### config.mk
export PLATFORM = sky130hd
export DESIGN_NAME = stf_ctrl
export DESIGN_NICKNAME = d
export VERILOG_FILES = /design/src/design/stf_pkg.sv /design/src/design/stf_ctrl.sv
export SDC_FILE = /design/constraint.sdc
export NUM_CORES = 1
export LEC_CHECK = 0
export BUFFER_PORTS_ARGS = -buffer_cell sky130_fd_sc_hd__clkbuf_2
export CAP_MARGIN = 15
export CORE_ASPECT_RATIO = 0.6
export CORE_UTILIZATION = 49
export DETAILED_ROUTE_END_ITERATION = 10
export GPL_ROUTABILITY_DRIVEN = 0
export GPL_TIMING_DRIVEN = 1
export MAX_ROUTING_LAYER = met4
export PLACE_DENSITY = 0.72
export SLEW_MARGIN = 20
export SYNTH_ARGS = -nofsm -noshare
export SYNTH_HDL_FRONTEND = slang
export SYNTH_SLANG_ARGS = --single-unit
### constraint.sdc
create_clock -name clk -period 2.49 [get_ports clk]
set_clock_uncertainty 0.05 [all_clocks]
set_input_delay 0.498 -clock clk [delete_from_list [all_inputs] [get_ports clk]]
set_output_delay 0.498 -clock clk [all_outputs]
set_load 0.1 [all_outputs]
### src/design/stf_pkg.sv
// ----------------------------------------------------------------------------
// stf_pkg: shared types and constants for the similarity transform fit block
// Payload structs, status codes, controller/datapath command and the MAC
// microprogram used for the closed-form solve.
// ----------------------------------------------------------------------------
package stf_pkg;

	typedef struct packed {
		logic [15:0] template_x;
		logic [15:0] template_y;
		logic [15:0] scene_x;
		logic [15:0] scene_y;
		logic        last_point;
	} point_t;

	typedef struct packed {
		logic signed [31:0] scale_cos;
		logic signed [31:0] scale_sin;
		logic signed [23:0] shift_x;
		logic signed [23:0] shift_y;
		logic [1:0]         fit_status;
	} result_t;

	typedef enum logic [1:0] {
		FIT_OK         = 2'd0,
		FIT_DEGENERATE = 2'd1,
		FIT_OVERFLOW   = 2'd2
	} fit_status_t;

	// multiplier A operand
	typedef enum logic [2:0] {
		A_N, A_SX, A_SY, A_A1, A_A2, A_K16
	} a_sel_t;

	// multiplier B operand
	typedef enum logic [3:0] {
		B_PXX, B_PYY, B_PXXD, B_PXYD, B_PYXD, B_PYYD, B_SX, B_SY, B_SXD, B_SYD
	} b_sel_t;

	// where the accumulator lands at the end of a term group
	typedef enum logic [1:0] {
		DST_NONE, DST_DEN, DST_NUM1, DST_NUM2
	} dst_t;

	// division jobs
	typedef enum logic [1:0] {
		DIV_A1, DIV_A2, DIV_A3, DIV_A4
	} div_sel_t;

	typedef struct packed {
		a_sel_t a_sel;
		b_sel_t b_sel;
		logic   neg;
		logic   first;
		dst_t   dst;
	} mac_op_t;

	localparam int STEP_W       = 5;
	localparam logic [STEP_W-1:0] STEP_END_1 = 5'd11;
	localparam logic [STEP_W-1:0] STEP_END_2 = 5'd17;

	typedef struct packed {
		logic              accum;
		logic              mac_en;
		logic              hi;
		logic [STEP_W-1:0] step;
		logic              div_start;
		div_sel_t          div_sel;
		logic              finish;
		fit_status_t       status;
	} stf_cmd_t;

	typedef struct packed {
		logic ovf;
		logic den_le0;
		logic div_done;
	} stf_sts_t;

	// D, N1, N2, then the two translation numerators
	function automatic mac_op_t mac_op(input logic [STEP_W-1:0] step);
		mac_op_t op;
		case (step)
			5'd0:    op = '{A_N,   B_PXX,  1'b0, 1'b1, DST_NONE};
			5'd1:    op = '{A_N,   B_PYY,  1'b0, 1'b0, DST_NONE};
			5'd2:    op = '{A_SX,  B_SX,   1'b1, 1'b0, DST_NONE};
			5'd3:    op = '{A_SY,  B_SY,   1'b1, 1'b0, DST_DEN};
			5'd4:    op = '{A_N,   B_PXXD, 1'b0, 1'b1, DST_NONE};
			5'd5:    op = '{A_N,   B_PYYD, 1'b0, 1'b0, DST_NONE};
			5'd6:    op = '{A_SX,  B_SXD,  1'b1, 1'b0, DST_NONE};
			5'd7:    op = '{A_SY,  B_SYD,  1'b1, 1'b0, DST_NUM1};
			5'd8:    op = '{A_N,   B_PXYD, 1'b0, 1'b1, DST_NONE};
			5'd9:    op = '{A_N,   B_PYXD, 1'b1, 1'b0, DST_NONE};
			5'd10:   op = '{A_SX,  B_SYD,  1'b1, 1'b0, DST_NONE};
			5'd11:   op = '{A_SY,  B_SXD,  1'b0, 1'b0, DST_NUM2};
			5'd12:   op = '{A_K16, B_SXD,  1'b0, 1'b1, DST_NONE};
			5'd13:   op = '{A_A1,  B_SX,   1'b1, 1'b0, DST_NONE};
			5'd14:   op = '{A_A2,  B_SY,   1'b0, 1'b0, DST_NUM1};
			5'd15:   op = '{A_K16, B_SYD,  1'b0, 1'b1, DST_NONE};
			5'd16:   op = '{A_A2,  B_SX,   1'b1, 1'b0, DST_NONE};
			5'd17:   op = '{A_A1,  B_SY,   1'b1, 1'b0, DST_NUM2};
			default: op = '{A_N,   B_PXX,  1'b0, 1'b0, DST_NONE};
		endcase
		return op;
	endfunction

endpackage

### src/design/stf_ctrl.sv
// ----------------------------------------------------------------------------
// stf_ctrl: controller
// Sequences accumulation, the MAC microprogram, four divisions and output.
// ----------------------------------------------------------------------------
module stf_ctrl import stf_pkg::*; (
	input  logic     clk,
	input  logic     arst_n,
	input  logic     start,
	input  logic     last,
	input  stf_sts_t sts,
	output stf_cmd_t cmd,
	output logic     busy
);

	typedef enum logic [10:0] {
		S_IDLE   = 11'b000_0000_0001,
		S_START  = 11'b000_0000_0010,
		S_MAC1   = 11'b000_0000_0100,
		S_CHK    = 11'b000_0000_1000,
		S_DIV1   = 11'b000_0001_0000,
		S_DIV2   = 11'b000_0010_0000,
		S_MAC2   = 11'b000_0100_0000,
		S_LAUNCH = 11'b000_1000_0000,
		S_DIV3   = 11'b001_0000_0000,
		S_DIV4   = 11'b010_0000_0000,
		S_DONE   = 11'b100_0000_0000
	} state_t;

	state_t            state_q, state_d;
	logic [STEP_W-1:0] step_q, step_d;
	logic              hi_q, hi_d;
	fit_status_t       status_q, status_d;

	always_ff @(posedge clk or negedge arst_n) begin
		if (!arst_n) begin
			state_q  <= S_IDLE;
			step_q   <= '0;
			hi_q     <= 1'b0;
			status_q <= FIT_OK;
		end else begin
			state_q  <= state_d;
			step_q   <= step_d;
			hi_q     <= hi_d;
			status_q <= status_d;
		end
	end

	always_comb begin
		state_d  = state_q;
		step_d   = step_q;
		hi_d     = hi_q;
		status_d = status_q;
		cmd      = '0;
		cmd.step    = step_q;
		cmd.hi      = hi_q;
		cmd.status  = status_q;
		cmd.div_sel = DIV_A1;
		case (state_q)
			S_IDLE: begin
				if (start) begin
					cmd.accum = 1'b1;
					if (last)
						state_d = S_START;
				end
			end
			S_START: begin
				step_d = '0;
				hi_d   = 1'b0;
				if (sts.ovf) begin
					status_d = FIT_OVERFLOW;
					state_d  = S_DONE;
				end else begin
					state_d = S_MAC1;
				end
			end
			S_MAC1, S_MAC2: begin
				cmd.mac_en = 1'b1;
				hi_d       = !hi_q;
				if (hi_q) begin
					step_d = step_q + STEP_W'(1);
					if (state_q == S_MAC1 && step_q == STEP_END_1)
						state_d = S_CHK;
					if (state_q == S_MAC2 && step_q == STEP_END_2)
						state_d = S_LAUNCH;
				end
			end
			S_CHK: begin
				if (sts.den_le0) begin
					status_d = FIT_DEGENERATE;
					state_d  = S_DONE;
				end else begin
					cmd.div_start = 1'b1;
					cmd.div_sel   = DIV_A1;
					state_d       = S_DIV1;
				end
			end
			S_DIV1: begin
				if (sts.div_done) begin
					cmd.div_start = 1'b1;
					cmd.div_sel   = DIV_A2;
					state_d       = S_DIV2;
				end
			end
			S_DIV2: begin
				if (sts.div_done)
					state_d = S_MAC2;
			end
			S_LAUNCH: begin
				cmd.div_start = 1'b1;
				cmd.div_sel   = DIV_A3;
				state_d       = S_DIV3;
			end
			S_DIV3: begin
				if (sts.div_done) begin
					cmd.div_start = 1'b1;
					cmd.div_sel   = DIV_A4;
					state_d       = S_DIV4;
				end
			end
			S_DIV4: begin
				if (sts.div_done)
					state_d = S_DONE;
			end
			S_DONE: begin
				cmd.finish = 1'b1;
				status_d   = FIT_OK;
				state_d    = S_IDLE;
			end
			default: state_d = S_IDLE;
		endcase
	end

	assign busy = (state_q != S_IDLE);

endmodule

==> reports/summary.txt, run 1 <==
type of origin of the critical path: flop
top-count cell post-synth: dfrtp_1
Synth Net Count: 144
critical path class: reg -> out
Min-Delay Path Class: in -> async
Psw: 837 uW
slack of the critical path: -0.294 ns
status: finished, violations left
Routed Wire Length: 4140 um
Hold Vio Cnt, Final: 0
vias in the first global route: 1139
dpl cells: 196
Post-synth EDFFs: 0
largest fanout on the critical path: 5
die height: 40.5 um
syn_area_per_cell: 8.97 sq um
Ant. Diodes: 0
initial drt markers: 166
crit-path max cell delay: 0.56 ns
XOR/XNOR share of the synthesized area: 0.0651
H-tree depth: 1
die area: 0.00268 sq mm
Yosys warnings: 0
sw frac: 0.492
Core ar.: 0.00224 sq mm
Tmin final: 2.78 ns
sequential share of power: 0.233
fill count: 141
power density over the cells: 943 mW/mm^2
All-Layer GR Usage: 0.322
fraction of registers with async set/reset: 1.00
CP cell instances: or4_4 > buf_4 > nor3_4 > nor3b_2 > o21a_4 > buf_4 > buf_12
unrepaired setup endpoints after global routing: true
Vias/cell: 6.50
Period Utilization, post-route: 1.12
Max IR drop VDD: 0.000498 V
Initial Utilization: 0.540
I/O pins: 22
Clock Path Buffers: 2
Worst Path Arrival: 2.24 ns
Yosys cell types: 42
# setup viols final: 10
MaxCap Viol Count: 0
CTS Root Buffer Type: clkbuf_8
clk_lat worst skew: 0.26 ns
combinational group share of total power: 0.638
chip width: 66.2 um
fin cells: 207
Final Util: 0.804
Pins Over Slew Limit: 0
number of remaining DRC errors: 0
Crit path required time: 1.94 ns
CP max-delay cell: or4_4
CP bufs+invs: 3
Seq/Total Area, Yosys: 0.394
most used cell, CP: buf_4
I/O Buffers: 21
leak pwr: 0.000790 uW
Post-layout nets: 187
internal power: 865 uW
top-area cell type share of the netlist area: 0.372
most area-consuming cells after synthesis: dfrtp_1 37%, xnor2_1 4.3%, nand3_1 4.1%, nor2_1 4.0%, nor4_1 3.1%
drt pass-1 iters: 5
Synth area leader: dfrtp_1
first-pass GRT wire length: 5770 um
CTS Sinks: 19
f_max: 0.359 GHz
Worst-path clk slew: 0.07 ns
GR Overflow Total: 0
Mapped Cells: 135
worst slew pin tran: 0.558 ns
mux cell area share after synthesis: 0.0331
Slew HR: 0.625
Post-Synth Adder-Cell Area: 0.0207
layout cells sized above 1: 0.452
ANT nets after route: 0
failing checks: negative setup slack
CP endpoint kind: output port
largest net degree at the start of global routing: 20
DR vias: 1345
Setup TNS: -1.29 ns
Synth Flop Type: dfrtp_1
compound-cell area share of the yosys netlist: 0.102
per-cell routed wire length: 20.0 um
CTS Buf Count: 3
main combinational cell family by area after synthesis: simple AND/OR/NAND/NOR gates
critical path's top delay family: simple AND/OR/NAND/NOR gates
Detailed Place HPWL: 2690 um
row count: 13
initial antenna violation count: 0
CTS tree: done
most frequent cells after synthesis: 18 x dfrtp_1, 13 x nor2_1, 10 x nand3_1, 9 x inv_1, 8 x nand2_1
Synth-to-Final Area Change: 49.1%
Clock Power Share: 0.129
post-synthesis cell area: 0.00121 sq mm
#FFs+latches synth: 19
post-synthesis simple-gate area fraction: 0.319
worst paths after layout:
kind                                  start  slack (ns)  cells after the start           to
min in group clk                status_q[1]        0.47                      2  status_q[1]
worst max register to register   state_q[1]       -0.11                      6   state_q[5]
worst max-delay path             state_q[1]       -0.29                      7       cmd[3]
max in group asynchronous            arst_n        1.89                      1    step_q[4]
worst min register to register  status_q[1]        0.47                      2  status_q[1]
worst min-delay path                 arst_n        0.13                      1  status_q[0]
cell type report:
type	instances	area (sq um)	share of cell area
Inverter	9	37.5	0.0208
Sequential cell	19	480	0.266
Timing Repair Buffer	47	417	0.231
Multi-Input combinational cell	98	788	0.437
Clock buffer	4	45.0	0.0249
Tap cell	30	37.5	0.0208
power by group through the flow:
stage | clock [uW] | sequential (uW) | combinational, uW
5_1_grt | 235 | 400 | 1120
2_1_floorplan | 0 | 465 | 610
6_report | 220 | 397 | 1090
4_1_cts | 224 | 392 | 969
3_3_place_gp | 0 | 393 | 916
3_5_place_dp | 0 | 397 | 936
cell usage in the layout, fill, tap and decap left out, drive strengths merged, types with 2 or more instances in the layout:
| cell type | count |
|---|---|
| nand3 | 10 |
| inv | 8 |
| nor4 | 7 |
| nand2 | 8 |
| clkbuf | 18 |
| xnor2 | 6 |
| nor4b | 4 |
| nor3 | 6 |
| or3b | 2 |
| or4 | 4 |
| ha | 2 |
| mux2 | 2 |
| buf | 33 |
| dfrtp | 18 |
| or2 | 2 |
| o21ai | 8 |
| nor2 | 13 |
| nor2b | 2 |
| or3 | 2 |
| nand4 | 4 |
| xor2 | 3 |
state kept, by name, indices dropped and copies added (netlist names):
name      cells
step_q        5
status_q      2
state_q      11
hi_q          1
repair_timing:
item,in CTS,in global routing
pin swaps,3,4
setup endpoints to repair,5,8
hold buffers,0,0
gates resized for setup,5,7
setup buffers,2,5
kinds of logic (layout without fill, tap and decap cells):
logic type               Yosys count  count (layout)
AND/OR/NAND/NOR                   67              67
multiplexers                       3               3
adder cells (fa/ha/maj)            2               2
flip-flops                        19              19
XOR/XNOR                           9               9
AO/OA/AOI/OAI                     17              17
buffers and inverters             18              60
stage by stage:
stage	area, sq um	worst slack [ns]	hold WS, ns	power (uW)
floorplan	1320	-0.431	0.152	1080
detailed placement	1650	-0.000539	0.435	1330
CTS	1730	-0.252	0.142	1590
finish	1810	-0.294	0.132	1700
global placement	1650	0.0413	0.416	1310
global route	1810	-0.351	0.173	1760
per-layer routing:
| layer | vias up | share of wire | global-route usage |
|---|---|---|---|
| met5 | - | 0 | - |
| met4 | 0 | 0.049 | 0.138 |
| met3 | 34 | 0.11 | 0.0824 |
| met2 | 115 | 0.46 | 0.482 |
| met1 | 627 | 0.38 | 0.420 |
| li1 | 569 | - | - |
Power figures use the tool's default switching activity.
==> inputs of run 2 (changes only) <==
==> constraint.sdc (replaced) <==
create_clock -name clk -period 2.49 [get_ports clk]
set_clock_uncertainty 0.05 [all_clocks]
set_input_delay 0.249 -clock clk [delete_from_list [all_inputs] [get_ports clk]]
set_output_delay 0.249 -clock clk [all_outputs]
set_load 0.1 [all_outputs]
==> reports/summary.txt, run 2 (synthesized netlist as in run 1, its figures left out) <==
CTS Buf Count: 3 (unchanged)
Post-layout nets: 178 (-4.8%)
I/O pins: 22 (unchanged)
# setup viols final: 1 (-9)
slack of the critical path: -0.0520 ns (+0.242 ns)
Detailed Place HPWL: 2500 um (-7.2%)
I/O Buffers: 21 (unchanged)
ANT nets after route: 0 (unchanged)
chip width: 66.2 um (unchanged)
CTS Root Buffer Type: clkbuf_8
H-tree depth: 1 (unchanged)
Slew HR: 0.641 (+0.0162)
fin cells: 198 (-4.3%)
initial antenna violation count: 0 (unchanged)
GR Overflow Total: 0 (unchanged)
initial drt markers: 133 (-20%)
row count: 13 (unchanged)
biggest regs: state_q (11), step_q (5), status_q (2)
failing checks: negative setup slack
CP startpoint: state_q[3]
pre-CTS setup slack: 0.102 ns (+0.103 ns)
All-Layer GR Usage: 0.287 (-0.0350)
leak pwr: 0.000727 uW (-8.0%)
critical path class: reg -> out
DR vias: 1175 (-13%)
Final Util: 0.747 (-0.0574)
vias in the first global route: 1090 (-4.3%)
dpl cells: 193 (-1.5%)
power density over the cells: 919 mW/mm^2 (-2.5%)
R2R cell count: 5 (-1)
Routed Wire Length: 3340 um (-19%)
die area: 0.00268 sq mm (unchanged)
largest net degree at the start of global routing: 20 (unchanged)
first-pass GRT wire length: 5180 um (-10%)
Vias/cell: 5.93 (-8.7%)
reg-to-reg startpoint: state_q[3]
R2R setup slack: 0.01 ns (+0.12 ns)
layout cells sized above 1: 0.405 (-0.0472)
hold depth: 2
die height: 40.5 um (unchanged)
setup bufs post-CTS: 0 (-2)
type of origin of the critical path: flop
drt pass-1 iters: 4 (-1)
Pins Over Slew Limit: 0 (unchanged)
Min-Delay Path Class: in -> reg
Crit path required time: 2.19 ns (+0.25 ns)
CTS tree: done
Synth-to-Final Area Change: 38.4%
Reg-to-Reg End: state_q[6]
CTS Sinks: 19 (unchanged)
Max IR drop VDD: 0.00120 V (+140%)
Hold Vio Cnt, Final: 0 (unchanged)
Ant. Diodes: 0 (unchanged)
Critical Path End: cmd[5]
Worst Path Arrival: 2.24 ns (about the same)
Hold Startpoint: sts[1]
Largest Register: state_q
Pwr Total: 1540 uW (-9.5%)
unrepaired setup endpoints after global routing: true
most frequent cells in the layout: 16 x clkbuf_2, 16 x buf_4, 14 x dfrtp_1, 11 x nor2_1, 9 x nand3_1
CP endpoint kind: output port
max reg flops: 11 (unchanged)
number of remaining DRC errors: 0 (unchanged)
largest fanout on the critical path: 3 (-2)
f_max: 0.393 GHz (+9.5%)
status: finished, violations left
worst slew pin tran: 0.541 ns (-0.0172 ns)
Period Utilization, post-route: 1.02 (-0.0971)
per-cell routed wire length: 16.9 um (-16%)
Worst-path clk slew: 0.08 ns (about the same)
MaxCap Viol Count: 0 (unchanged)
Initial Utilization: 0.540 (unchanged)
clk_lat worst skew: 0.26 ns (about the same)
Core ar.: 0.00224 sq mm (unchanged)
Tmin final: 2.54 ns (-0.242 ns)
hold slack: 0.215 ns (+0.0825 ns)
Clock Path Buffers: 2 (unchanged)
[run 2: metal layers]
layer	GRT usage	part of all wire	vias to the layer above
met5	-	0	-
met4	0.117	0.014	0
met3	0.0540	0.066	6
met2	0.436	0.45	53
met1	0.382	0.47	559
li1	-	-	557
[run 2: metrics by stage]
| step | cell area (sq um) | TNS [ns] |
|---|---|---|
| floorplan | 1300 | -1.14 |
| global placement | 1580 | 0 |
| detailed placement | 1580 | 0 |
| CTS | 1660 | -0.00975 |
| global route | 1680 | -0.109 |
| finish | 1680 | -0.0520 |
[run 2: cell type report]
| cell class | instances | area, sq um |
|---|---|---|
| multi-input cells | 98 | 764 |
| fillers | 159 | 568 |
| flip-flops and latches | 19 | 482 |
| repair buffers | 38 | 310 |
| clock buffers | 4 | 45.0 |
| inverters | 9 | 37.5 |
| well taps | 30 | 37.5 |
[run 2: worst min-delay path by stage]
stage	to	slack (ns)
after floorplan	hi_q	-0.1
after global placement	state_q[7]	0.17
after global routing	state_q[4]	0.22
final	state_q[4]	0.21
after detailed placement	state_q[6]	0.17
after CTS	state_q[4]	0.21
[run 2: power by group]
part | internal [uW] | switching, uW
clock network | 114 | 105
logic | 302 | 626
registers | 355 | 38.3
[run 2: critical path, cell delays in order, from the launching register on]
cell and delay [ns]:
dfrtp_1 0.43, or4_4 0.51, or3_4 0.37, nor4_4 0.20, o21a_4 0.18, or2_4 0.12, buf_12 0.16
[run 2: what timing repair did]
| item | in CTS | in global routing |
|---|---|---|
| gates resized for setup | 3 | 3 |
| hold buffers | 1 | 0 |
| endpoints found under the hold margin | 18 | 0 |
| setup endpoints to repair | 2 | 5 |
| pin swaps | 0 | 0 |
